==> config.mk <==
export PLATFORM = sky130hd
export DESIGN_NAME = v3c_sample_stream_deframer
export DESIGN_NICKNAME = d
export VERILOG_FILES = /design/src/design/v3c_ssd_pkg.sv /design/src/design/v3c_sample_stream_deframer.sv /design/src/design/v3c_ssd_parser.sv /design/src/design/v3c_ssd_skid.sv
export SDC_FILE = /design/constraint.sdc
export NUM_CORES = 2
export LEC_CHECK = 0
export ABC_AREA = 1
export BUFFER_PORTS_ARGS = -buffer_cell sky130_fd_sc_hd__buf_4
export CAP_MARGIN = 20
export CORE_AREA = 2 2 281 283
export CTS_CLUSTER_SIZE = 20
export DETAILED_ROUTE_END_ITERATION = 10
export DIE_AREA = 0 0 283 285
export HOLD_SLACK_MARGIN = 0.08
export PLACE_DENSITY_LB_ADDON = 0.3
export SETUP_SLACK_MARGIN = 0.4
export SYNTH_ARGS = -nofsm -noshare
export SYNTH_HDL_FRONTEND = slang
export SYNTH_HIERARCHICAL = 1
export SYNTH_SLANG_ARGS = --single-unit
==> constraint.sdc <==
create_clock -name clk -period 9.3 [get_ports clk]
set_clock_uncertainty 0.15 [all_clocks]
set_input_delay 1.395 -clock clk [delete_from_list [all_inputs] [get_ports clk]]
set_output_delay 1.395 -clock clk [all_outputs]
set_load 0.005 [all_outputs]
==> src/design/v3c_ssd_pkg.sv <==
// Package for the V3C sample stream deframer: parse phases, event kinds,
// unit type codes and the result word struct. No dependencies.
package v3c_ssd_pkg;

    typedef enum logic [2:0] {
        PH_STREAM,
        PH_USIZE,
        PH_UHDR,
        PH_SKIP,
        PH_NPREC,
        PH_NSIZE,
        PH_NFIRST,
        PH_NPAY
    } v3c_phase_t;

    localparam logic [1:0] KIND_HDR       = 2'd0;
    localparam logic [1:0] KIND_PSET      = 2'd1;
    localparam logic [1:0] KIND_NAL       = 2'd2;
    localparam logic [1:0] KIND_MALFORMED = 2'd3;

    localparam logic [4:0] UT_VPS = 5'd0;
    localparam logic [4:0] UT_AD  = 5'd1;
    localparam logic [4:0] UT_GVD = 5'd3;
    localparam logic [4:0] UT_AVD = 5'd4;
    localparam logic [4:0] UT_PVD = 5'd5;
    localparam logic [4:0] UT_CAD = 5'd6;

    // video units use a fixed NAL size field before capping
    localparam logic [3:0] VIDEO_NAL_PREC = 4'd4;

    typedef struct packed {
        logic [1:0]  event_kind;
        logic [5:0]  nal_type;
        logic [4:0]  partition_index;
        logic [6:0]  attribute_index;
        logic        aux_flag;
        logic [3:0]  map_idx;
        logic [5:0]  atlas_idx;
        logic [3:0]  ps_id;
        logic [4:0]  v3c_type;
        logic [63:0] length;
        logic [47:0] byte_offset;
    } v3c_event_t;

endpackage

==> src/design/v3c_sample_stream_deframer.sv <==
// V3C sample stream deframer, top level: byte stream in, unit/NAL events out.
// An event word is formed from the input register and offered from the result register.
// Takes one byte word per cycle while the output buffer's skid entry is free.
// A two-entry output buffer keeps input flowing while an event word waits.
// Reset (rst_n low, asynchronous): parser expects a stream header, offset zero.
// Depends on v3c_ssd_pkg, v3c_ssd_parser and v3c_ssd_skid.
module v3c_sample_stream_deframer #(
    parameter int OFFSET_BITS    = 48,  // stream offset counter width, 16..64
    parameter int MAX_SIZE_BYTES = 8    // cap on size field precision, 1..8
) (
    input  logic         clk,
    input  logic         rst_n,
    // byte stream in
    input  logic         s_tvalid,
    output logic         s_tready,
    input  logic [7:0]   s_tdata,    // [7:0] data_byte
    input  logic         s_tlast,    // last_byte: end of stream
    // event stream out
    output logic         m_tvalid,
    input  logic         m_tready,
    // [47:0] byte_offset, [111:48] length, [116:112] v3c_type,
    // [120:117] ps_id, [126:121] atlas_idx, [130:127] map_idx,
    // [131] aux_flag, [138:132] attribute_index,
    // [143:139] partition_index, [149:144] nal_type, [151:150] zero
    output logic [151:0] m_tdata,
    output logic [1:0]   m_tuser     // [1:0] event_kind
);
    import v3c_ssd_pkg::*;

    logic       ev_valid;
    logic       ev_ready;
    v3c_event_t ev_data;
    v3c_event_t out_ev;

    // phase machine and counters; forms at most one event word per byte
    v3c_ssd_parser #(
        .OFFSET_BITS    (OFFSET_BITS),
        .MAX_SIZE_BYTES (MAX_SIZE_BYTES)
    ) u_parser (
        .clk      (clk),
        .rst_n    (rst_n),
        .in_valid (s_tvalid),
        .in_ready (s_tready),
        .in_byte  (s_tdata),
        .in_last  (s_tlast),
        .ev_valid (ev_valid),
        .ev_ready (ev_ready),
        .ev_data  (ev_data)
    );

    // result register with skid entry
    v3c_ssd_skid u_skid (
        .clk        (clk),
        .rst_n      (rst_n),
        .push_valid (ev_valid),
        .push_ready (ev_ready),
        .push_data  (ev_data),
        .pop_valid  (m_tvalid),
        .pop_ready  (m_tready),
        .pop_data   (out_ev)
    );

    // event kind travels in tuser, everything else packed into tdata
    assign m_tuser = out_ev.event_kind;
    assign m_tdata = {2'b00,
                      out_ev.nal_type,
                      out_ev.partition_index,
                      out_ev.attribute_index,
                      out_ev.aux_flag,
                      out_ev.map_idx,
                      out_ev.atlas_idx,
                      out_ev.ps_id,
                      out_ev.v3c_type,
                      out_ev.length,
                      out_ev.byte_offset};

endmodule

==> src/design/v3c_ssd_parser.sv <==
// Byte parser: input register, phase machine and size/offset counters.
// Forms at most one event word per byte. Uses v3c_ssd_pkg.
module v3c_ssd_parser #(
    parameter int OFFSET_BITS    = 48,
    parameter int MAX_SIZE_BYTES = 8
) (
    input  logic                   clk,
    input  logic                   rst_n,
    input  logic                   in_valid,
    output logic                   in_ready,
    input  logic [7:0]             in_byte,
    input  logic                   in_last,
    output logic                   ev_valid,
    input  logic                   ev_ready,
    output v3c_ssd_pkg::v3c_event_t ev_data
);
    import v3c_ssd_pkg::*;

    localparam int SIZE_BITS = 8 * MAX_SIZE_BYTES;
    localparam logic [3:0] MAX_PREC = 4'(MAX_SIZE_BYTES);

    function automatic logic [3:0] cap_prec(input logic [3:0] p);
        return (p > MAX_PREC) ? MAX_PREC : p;
    endfunction

    // input register
    logic       in_valid_reg;
    logic [7:0] in_byte_reg;
    logic       in_last_reg;

    // parse state
    v3c_phase_t             phase_reg, phase_next;
    logic [OFFSET_BITS-1:0] offset_reg, offset_next;
    logic [3:0]             uprec_reg, uprec_next;
    logic [3:0]             nprec_reg, nprec_next;
    logic [SIZE_BITS-1:0]   acc_reg, acc_next;
    logic [3:0]             fcount_reg, fcount_next;
    logic [SIZE_BITS-1:0]   unit_rem_reg, unit_rem_next;
    logic [SIZE_BITS-1:0]   nal_rem_reg, nal_rem_next;
    logic [31:0]            hdr_reg, hdr_next;
    logic [4:0]             type_reg, type_next;
    logic [SIZE_BITS-1:0]   unit_size_reg, unit_size_next;
    logic [OFFSET_BITS-1:0] unit_start_reg, unit_start_next;

    logic                   fire;
    logic [OFFSET_BITS-1:0] off_p1;
    logic [SIZE_BITS-1:0]   acc_shift;
    logic                   emit;
    logic [1:0]             emit_kind;
    logic [OFFSET_BITS-1:0] emit_off;
    logic [SIZE_BITS-1:0]   emit_len;
    logic                   emit_fields;
    logic [5:0]             emit_ntype;
    logic [7:0]             b0, b1, b2, b3;

    assign fire      = in_valid_reg && ev_ready;
    assign in_ready  = !in_valid_reg || ev_ready;
    assign off_p1    = offset_reg + OFFSET_BITS'(1);
    assign acc_shift = (acc_reg << 8) | SIZE_BITS'(in_byte_reg);

    always_ff @(posedge clk or negedge rst_n)
    begin
        if (!rst_n)
        begin
            in_valid_reg <= 1'b0;
        end
        else if (in_valid && in_ready)
        begin
            in_valid_reg <= 1'b1;
        end
        else if (fire)
        begin
            in_valid_reg <= 1'b0;
        end
    end

    always_ff @(posedge clk)
    begin
        if (in_valid && in_ready)
        begin
            in_byte_reg <= in_byte;
            in_last_reg <= in_last;
        end
    end

    always_comb
    begin
        phase_next      = phase_reg;
        offset_next     = offset_reg;
        uprec_next      = uprec_reg;
        nprec_next      = nprec_reg;
        acc_next        = acc_reg;
        fcount_next     = fcount_reg;
        unit_rem_next   = unit_rem_reg;
        nal_rem_next    = nal_rem_reg;
        hdr_next        = hdr_reg;
        type_next       = type_reg;
        unit_size_next  = unit_size_reg;
        unit_start_next = unit_start_reg;
        emit        = 1'b0;
        emit_kind   = KIND_HDR;
        emit_off    = unit_start_reg;
        emit_len    = unit_size_reg;
        emit_fields = 1'b0;
        emit_ntype  = 6'd0;

        unique case (phase_reg)
            PH_USIZE:
            begin
                acc_next    = acc_shift;
                fcount_next = fcount_reg + 4'd1;
                if (fcount_next >= uprec_reg)
                begin
                    unit_size_next  = acc_shift;
                    unit_rem_next   = acc_shift;
                    unit_start_next = off_p1;
                    hdr_next        = 32'd0;
                    type_next       = 5'd0;
                    fcount_next     = 4'd0;
                    if (acc_shift == '0)
                    begin
                        emit      = 1'b1;
                        emit_kind = KIND_MALFORMED;
                        emit_off  = off_p1;
                        emit_len  = '0;
                        acc_next  = '0;
                    end
                    else
                    begin
                        phase_next = PH_UHDR;
                    end
                end
            end
            PH_UHDR:
            begin
                hdr_next      = {hdr_reg[23:0], in_byte_reg};
                fcount_next   = fcount_reg + 4'd1;
                unit_rem_next = unit_rem_reg - SIZE_BITS'(1);
                if (fcount_next == 4'd1)
                begin
                    type_next = in_byte_reg[7:3];
                end
                if (fcount_next >= 4'd4)
                begin
                    fcount_next = 4'd0;
                    emit        = 1'b1;
                    if (type_next == UT_VPS)
                    begin
                        emit_kind = KIND_PSET;
                        if (unit_rem_next != '0)
                        begin
                            phase_next = PH_SKIP;
                        end
                        else
                        begin
                            phase_next = PH_USIZE;
                            acc_next   = '0;
                        end
                    end
                    else if (type_next == UT_AD || type_next == UT_CAD)
                    begin
                        if (unit_rem_next == '0)
                        begin
                            emit_kind  = KIND_MALFORMED;
                            phase_next = PH_USIZE;
                            acc_next   = '0;
                        end
                        else
                        begin
                            emit_kind   = KIND_HDR;
                            emit_fields = 1'b1;
                            phase_next  = PH_NPREC;
                        end
                    end
                    else
                    begin
                        nprec_next  = cap_prec(VIDEO_NAL_PREC);
                        emit_kind   = KIND_HDR;
                        emit_fields = 1'b1;
                        acc_next    = '0;
                        phase_next  = (unit_rem_next != '0) ? PH_NSIZE : PH_USIZE;
                    end
                end
                else if (unit_rem_next == '0)
                begin
                    // unit ends inside its header
                    emit        = 1'b1;
                    emit_kind   = KIND_MALFORMED;
                    phase_next  = PH_USIZE;
                    acc_next    = '0;
                    fcount_next = 4'd0;
                end
            end
            PH_SKIP:
            begin
                unit_rem_next = unit_rem_reg - SIZE_BITS'(1);
                if (unit_rem_next == '0)
                begin
                    phase_next  = PH_USIZE;
                    acc_next    = '0;
                    fcount_next = 4'd0;
                end
            end
            PH_NPREC:
            begin
                nprec_next    = cap_prec({1'b0, in_byte_reg[7:5]} + 4'd1);
                unit_rem_next = unit_rem_reg - SIZE_BITS'(1);
                phase_next    = (unit_rem_next != '0) ? PH_NSIZE : PH_USIZE;
                acc_next      = '0;
                fcount_next   = 4'd0;
            end
            PH_NSIZE:
            begin
                acc_next      = acc_shift;
                fcount_next   = fcount_reg + 4'd1;
                unit_rem_next = unit_rem_reg - SIZE_BITS'(1);
                if (fcount_next >= nprec_reg)
                begin
                    acc_next    = '0;
                    fcount_next = 4'd0;
                    if (acc_shift == '0 || unit_rem_next == '0)
                    begin
                        // empty NAL, or size field on the unit's last byte
                        emit        = 1'b1;
                        emit_kind   = KIND_NAL;
                        emit_off    = off_p1;
                        emit_len    = acc_shift;
                        emit_fields = 1'b1;
                        if (unit_rem_next == '0)
                        begin
                            phase_next = PH_USIZE;
                        end
                    end
                    else
                    begin
                        nal_rem_next = acc_shift;
                        phase_next   = PH_NFIRST;
                    end
                end
                else if (unit_rem_next == '0)
                begin
                    // truncated NAL size field
                    emit        = 1'b1;
                    emit_kind   = KIND_MALFORMED;
                    phase_next  = PH_USIZE;
                    acc_next    = '0;
                    fcount_next = 4'd0;
                end
            end
            PH_NFIRST, PH_NPAY:
            begin
                if (phase_reg == PH_NFIRST)
                begin
                    emit        = 1'b1;
                    emit_kind   = KIND_NAL;
                    emit_off    = offset_reg;
                    emit_len    = nal_rem_reg;
                    emit_fields = 1'b1;
                    emit_ntype  = in_byte_reg[6:1];
                end
                nal_rem_next  = nal_rem_reg - SIZE_BITS'(1);
                unit_rem_next = unit_rem_reg - SIZE_BITS'(1);
                if (unit_rem_next == '0)
                begin
                    phase_next  = PH_USIZE;
                    acc_next    = '0;
                    fcount_next = 4'd0;
                end
                else if (nal_rem_next == '0)
                begin
                    phase_next  = PH_NSIZE;
                    acc_next    = '0;
                    fcount_next = 4'd0;
                end
                else
                begin
                    phase_next = PH_NPAY;
                end
            end
            default:
            begin
                // stream header byte
                uprec_next  = cap_prec({1'b0, in_byte_reg[7:5]} + 4'd1);
                phase_next  = PH_USIZE;
                acc_next    = '0;
                fcount_next = 4'd0;
            end
        endcase

        offset_next = off_p1;
        if (in_last_reg)
        begin
            phase_next  = PH_STREAM;
            offset_next = '0;
            acc_next    = '0;
            fcount_next = 4'd0;
        end
    end

    // unit header field decode, from the header as updated by this byte
    assign b0 = hdr_next[31:24];
    assign b1 = hdr_next[23:16];
    assign b2 = hdr_next[15:8];
    assign b3 = hdr_next[7:0];

    always_comb
    begin
        ev_data                 = '0;
        ev_data.event_kind      = emit_kind;
        ev_data.byte_offset     = 48'(emit_off);
        ev_data.length          = 64'(emit_len);
        ev_data.v3c_type        = type_next;
        ev_data.nal_type        = emit_ntype;
        if (emit_fields)
        begin
            if (type_next >= UT_AD && type_next <= UT_CAD)
            begin
                ev_data.ps_id = {b0[2:0], b1[7]};
            end
            if (type_next >= UT_AD && type_next <= UT_PVD)
            begin
                ev_data.atlas_idx = b1[6:1];
            end
            if (type_next == UT_GVD)
            begin
                ev_data.map_idx  = {b1[0], b2[7:5]};
                ev_data.aux_flag = b2[4];
            end
            else if (type_next == UT_AVD)
            begin
                ev_data.attribute_index = {b1[0], b2[7:2]};
                ev_data.partition_index = {b2[1:0], b3[7:5]};
                ev_data.map_idx         = b3[4:1];
                ev_data.aux_flag        = b3[0];
            end
        end
    end

    assign ev_valid = fire && emit;

    always_ff @(posedge clk or negedge rst_n)
    begin
        if (!rst_n)
        begin
            phase_reg      <= PH_STREAM;
            offset_reg     <= '0;
            uprec_reg      <= 4'd1;
            nprec_reg      <= cap_prec(VIDEO_NAL_PREC);
            acc_reg        <= '0;
            fcount_reg     <= 4'd0;
            unit_rem_reg   <= '0;
            nal_rem_reg    <= '0;
            hdr_reg        <= 32'd0;
            type_reg       <= 5'd0;
            unit_size_reg  <= '0;
            unit_start_reg <= '0;
        end
        else if (fire)
        begin
            phase_reg      <= phase_next;
            offset_reg     <= offset_next;
            uprec_reg      <= uprec_next;
            nprec_reg      <= nprec_next;
            acc_reg        <= acc_next;
            fcount_reg     <= fcount_next;
            unit_rem_reg   <= unit_rem_next;
            nal_rem_reg    <= nal_rem_next;
            hdr_reg        <= hdr_next;
            type_reg       <= type_next;
            unit_size_reg  <= unit_size_next;
            unit_start_reg <= unit_start_next;
        end
    end

endmodule

==> src/design/v3c_ssd_skid.sv <==
// Two-entry output buffer for event words: result register plus skid.
// Ready toward the parser is registered. Uses v3c_ssd_pkg.
module v3c_ssd_skid (
    input  logic                    clk,
    input  logic                    rst_n,
    input  logic                    push_valid,
    output logic                    push_ready,
    input  v3c_ssd_pkg::v3c_event_t push_data,
    output logic                    pop_valid,
    input  logic                    pop_ready,
    output v3c_ssd_pkg::v3c_event_t pop_data
);
    import v3c_ssd_pkg::*;

    logic       main_valid_reg;
    logic       skid_valid_reg;
    v3c_event_t main_reg;
    v3c_event_t skid_reg;
    logic       pop;

    assign pop        = main_valid_reg && pop_ready;
    assign push_ready = !skid_valid_reg;
    assign pop_valid  = main_valid_reg;
    assign pop_data   = main_reg;

    always_ff @(posedge clk or negedge rst_n)
    begin
        if (!rst_n)
        begin
            main_valid_reg <= 1'b0;
            skid_valid_reg <= 1'b0;
        end
        else if (skid_valid_reg)
        begin
            if (pop)
            begin
                skid_valid_reg <= 1'b0;
            end
        end
        else if (push_valid)
        begin
            if (main_valid_reg && !pop)
            begin
                skid_valid_reg <= 1'b1;
            end
            main_valid_reg <= 1'b1;
        end
        else if (pop)
        begin
            main_valid_reg <= 1'b0;
        end
    end

    always_ff @(posedge clk)
    begin
        if (skid_valid_reg)
        begin
            if (pop)
            begin
                main_reg <= skid_reg;
            end
        end
        else if (push_valid)
        begin
            if (!main_valid_reg || pop)
            begin
                main_reg <= push_data;
            end
            else
            begin
                skid_reg <= push_data;
            end
        end
    end

endmodule

-- Yosys cells after proc, flatten, opt, wreduce, memory -nomap -nowiden
Index checks and enable logic that the tools add are counted.
- logic and storage cells: 230
- output and inout bits: 156
- register bits: 715
- add/sub/neg operators: 5
- equality and inequality tests: 24
- reduce and logical (&&, ||, !) cells: 41
- muxes and demuxes: 110
- bitwise gates (word level): 4
- magnitude comparators: 7
- operators by type and width (operator ; count):
    $mux W64 ; 20
    $mux W152 ; 4
    $pmux W64 S5 ; 1
    $mux W48 ; 6
    $pmux W64 S2 ; 2
    $logic_not A64 Y1 ; 3
    $pmux W64 S3 ; 1
    $pmux W48 S3 ; 1
    $sub A64 B1 Y64 const B ; 2
    $or A64 B8 Y64 ; 1
    $reduce_bool A64 Y1 ; 1
    $mux W27 ; 2
    $pmux W27 S2 ; 1
    $mux W4 ; 13
    $add A48 B1 Y48 const B ; 1
    $mux W3 ; 12
    $mux W2 ; 11
    $reduce_and A3 Y1 ; 7
    $mux W1 ; 20
    $mux W5 ; 4
    $pmux W4 S5 ; 1
    $mux W6 ; 3
    $pmux W3 S6 ; 1
    $mux W17 ; 1
    38 further kinds ; 72

-- Longest topological paths before layout
- word-level depth: 14
- depth in mapped cells: 26
- mapped depth without buffers: 24

-- Hierarchy
The synthesis kept the hierarchy.
- by module, submodules not included (module ; seq. area each (µm²) ; cells an instance ; area an instance (µm²) ; instances):
    v3c_ssd_parser ; 10082.2 ; 5127 ; 31301.3 ; 1
    v3c_ssd_skid ; 9178.8 ; 812 ; 11168.2 ; 1
    v3c_sample_stream_deframer ; 0.0 ; 3 ; 18.8 ; 1

-- Worst setup path before layout
No wires, ideal clock.
- kind: register -> register
- from: register u_parser.unit_rem_reg[0]
- to: register u_skid.main_reg, in the netlist u_skid/pop_data[0], enable pin
- data arrival time: 9146 ps
- setup time: 667 ps
- path slack: -663 ps
- clock period less this slack: 9963 ps
- required time: 8483 ps
- stages on the path, launching flop included: 26
- cell sequence: dfrtp_1 > inv_1 > ha_1 > nand2_1 > nor2_4 > nand2_1 > nor2_2 > nand2_1 > nand2_1 > nand2_1 > inv_1 > nand2_1 > nor2_1 > nand2_1 > nor2_1 > nand3_1 > buf_4 > buf_6 > buf_2 > a21oi_1 > nor3_1 > nor2_1 > inv_1 > nand2_1 > nand2_1 > nor2_1
- longest elaborated chain between the ends: 9
- RTL lines (element ; RTL line ; text):
    start: declaration ; v3c_ssd_parser.sv:38 ; logic [SIZE_BITS-1:0] unit_rem_reg, unit_rem_next;
    start signal: assignment ; v3c_ssd_parser.sv:366 ; unit_rem_reg <= unit_rem_next;
    $sub A64 B1 Y64 (*) ; v3c_ssd_parser.sv:138, v3c_ssd_parser.sv:216 ;
    $logic_not A64 Y1 (*) ; v3c_ssd_parser.sv:184, v3c_ssd_parser.sv:221, v3c_ssd_parser.sv:240 ;
    $logic_or A1 B1 Y1 ; v3c_ssd_parser.sv:221 ; if (acc_shift == '0 || unit_rem_next == '0)
    $mux W1 ; v3c_ssd_parser.sv:221 ;
    $mux W1 ; v3c_ssd_parser.sv:217 ; if (fcount_next >= nprec_reg)
    $pmux W1 S4 (*) ; v3c_ssd_parser.sv:107 ; unique case (phase_reg)
    $logic_and A1 B1 Y1 (*) ; v3c_ssd_parser.sv:339 ; assign ev_valid = fire && emit;
    via ev_valid ; v3c_sample_stream_deframer.sv:30 ; logic ev_valid;
    $reduce_bool A2 Y1 (no source line) (*) ; - ;
    $reduce_and A3 Y1 (no source line) (*) ; - ;
    end signal: assignment ; v3c_ssd_skid.sv:60 ; main_reg <= skid_reg;
    end signal: assignment ; v3c_ssd_skid.sv:67 ; main_reg <= push_data;
    end: declaration ; v3c_ssd_skid.sv:17 ; v3c_event_t main_reg;
Mark *: on every way through the listed nets, which the timed path passes. The rest lies on a longest branch.
A chain may end at the register's enable or synchronous reset.

==> results.yml <==
outcome:
  status: "complete, no violations"
clock_network:
  clock_latency_ps: 670
  ctsHoldBuffers: 0
  h-tree-depth: 3
  post_cts_resized: 0
  cts-root-buf: "clkbuf_16"
  cts_buffers: 80
  postCtsSetupRepairBufs: 0
  clkTransAtPathRegs_ps: 60
  clock_sinks: 707
  tritoncts: "built"
  cts_buffer_depth: 3
sta:
  tightest_slew_ps: 1180
  slew_viol_final: 0
  final-hold-violation-count: 0
  grt_setup_unrepaired: "false"
  setup_tns_ps: 0
  fin_crit_sh_pct: 64.2
  slew_headroom_pct: 21.6
  max_freq_mhz: 167
  fin_crit_ps: 5970
  finalSetupViolations: 0
detailed_routing:
  drt_iter0_markers: 5625
  wirelength_um: 143000
  dr_total_vias: 41000
  drt_pre_antenna_iters: 7
  routedWlPerCell_um: 20.4
  drc: 0
  antenna_left: 0
  viasPerCell: 5.84
die:
  core-area_um2: 78000
  die_x_um: 283
  initial_core_util_pct: 54.5
  die_h_um: 285
  dieArea_um2: 80700
  io_pins: 169
  placementRows: 103
layout:
  multi_input_area_um2: 19700
  regArea_um2: 19300
  drive_gt1_share_pct: 7.00
  fill_cells: 7119
  finalNetCount: 5924
  final_cell_mix: "nand2_1 (2,108), inv_1 (545), o21ai_0 (507), nand3_1 (489), nor2_1 (479)"
  layout_commonest_cell: "nand2_1"
  fin_util_pct: 60.1
  syn2layout_area_growth_pct: 10.3
global_routing:
  grt_pass1_vias: 36900
  grt_pass1_wl_um: 220000
  grt_use_total_pct: 34.8
  grt_start_max_net_pins: 153
  overflow: 0
  antenna_found_initial: 1
critical_path:
  critPathKind: "flop to flop"
  critPathArrivalTime_ps: 6240
  reg2reg_from: "u_parser/unit_rem_reg[0]"
  endpoint: "u_skid/pop_data[102]"
  r2r_slack_ps: 3330
  worstPathRequired_ps: 9570
  setup.worst_path.start: "u_parser/unit_rem_reg[0]"
  reg2reg_to: "u_skid/pop_data[102]"
  end_kind: "flop"
  cp-start-kind: "flop"
  r2r_cells: 22
  path_max_fanout: 69
synth:
  synth-edff-count: 313
  synth_flop_cell: "dfrtp_1"
  yosysWarnings: 6
  ys_ff_latch: 707
  syn_area_per_cell_um2: 7.15
  ys_async_sr_fraction_pct: 55.7
  synth.cell_area_um2: 42500
  synthCells: 5942
  yosysSeqAreaShare_pct: 45.3
  synthDistinctLibCells: 42
hold_path:
  hold_class: "flop to flop"
power_and_ir_drop:
  p_leak_nw: 21.6
  ir_worst_vdd_v: 0.000205
  finalPower_mw: 9.33
  power.density_nw_per_um2: 199
place:
  port_buffers: 166
  gp_congestion: 1.04
  hpwl_um: 97700
flow_run:
  maxCapViolations: 0
## metal layers
layer  wire length, um  global-route usage [%]  vias up
met3             17400                    8.49      196
li1                  -                       -    19300
met1             62200                    52.6    19100
met4              3320                    8.98        0
met2             59800                    49.7     2304
met5                 0                       0        -
## worst max-delay path, stage by stage, from the launching register on
cell and delay [ps]:
dfrtp_1 390, inv_1 120, ha_1 250, inv_1 80, nor2_2 200, nand2_1 190
nor2_2 350, nand2_1 100, nand2_1 60, nand2_1 80, inv_2 60, nand2_1 50
nor2_1 140, nand2_1 70, nor2_1 190, nand3_4 660, nand2_8 660, buf_4 800
nand3_1 480, nand3_1 220, nand4_1 170, nand2_1 120, nand2_1 50
## cell usage after synthesis (2+ instances only)
cell type / number / area share [%]
or2_2: 2 / 0.029
nand2_1: 2109 / 19
nor3_1: 28 / 0.33
nor4_1: 15 / 0.22
and2_1: 5 / 0.074
inv_1: 550 / 4.9
a31oi_1: 3 / 0.044
nand2_2: 6 / 0.088
nand4_1: 130 / 1.9
edfxtp_1: 313 / 22
clkinv_1: 3 / 0.027
nand3_2: 2 / 0.047
nor2_4: 7 / 0.19
inv_2: 8 / 0.071
clkbuf_2: 7 / 0.082
o22ai_1: 73 / 1.1
buf_6: 16 / 0.42
buf_4: 12 / 0.21
o211ai_1: 42 / 0.74
buf_1: 17 / 0.15
a21oi_1: 185 / 2.2
o21ai_0: 507 / 6.0
nor2_1: 490 / 4.3
o2111ai_1: 51 / 1.1
nand3_1: 491 / 5.8
o21ai_1: 31 / 0.37
xnor2_1: 2 / 0.041
xor2_1: 74 / 1.5
clkbuf_1: 233 / 2.1
dfstp_2: 2 / 0.12
nor2_2: 18 / 0.27
buf_2: 65 / 0.77
dfrtp_1: 392 / 23
nor3b_1: 2 / 0.035
ha_1: 16 / 0.47
nand3b_1: 29 / 0.51
## metrics by stage
| step | std cells | setup slack, ps | hold WS, ps | area, um^2 |
|---|---|---|---|---|
| after CTS | 7010 | 3400 | 338 | 46900 |
| after floorplan | 5943 | 1940 | 303 | 42500 |
| after global placement | 6863 | 3510 | 316 | 44100 |
| after detailed placement | 6863 | 3440 | 324 | 44100 |
| final | 7011 | 3330 | 339 | 46900 |
| after global routing | 7010 | 2850 | 376 | 46900 |
## worst min path at each step
stage,cells after the start,startpoint,end
floorplan,2,u_parser/uprec_reg[1],u_parser/uprec_reg[1]
finish,2,u_parser/uprec_reg[1],u_parser/uprec_reg[1]
global placement,2,u_parser/uprec_reg[2],u_parser/uprec_reg[2]
detailed placement,2,u_parser/uprec_reg[1],u_parser/uprec_reg[1]
CTS,2,u_parser/uprec_reg[1],u_parser/uprec_reg[1]
global route,2,u_parser/uprec_reg[3],u_parser/uprec_reg[3]
## area by class of cell
class	count	share of cell area (%)
clock inverters	40	1.17
well taps	1050	2.80
diodes	1	0.00534
repair buffers	220	3.62
inverters	561	4.50
clock buffers	107	4.75
multi-input cells	4325	42.0
flip-flops and latches	707	41.1
## where the power goes
part | internal (mW) | switching, mW | total [mW]
Clock | 1.93 | 1.40 | 3.34
Combinational | 0.518 | 1.96 | 2.48
Sequential | 3.40 | 0.113 | 3.51
Total | 5.85 | 3.48 | 9.33
## cells by family after synthesis
logic type,Yosys count,synth area share [%]
AOI/OAI and AO/OA,893,11.4
xor gates and xnor gates,76,1.57
adders and majority gates,16,0.471
buffers and inverters,911,8.65
DFF,707,45.3
other,1,0.00883
and+or+nand+nor,3338,32.5
No activity file was read; power rests on OpenSTA's default activity.
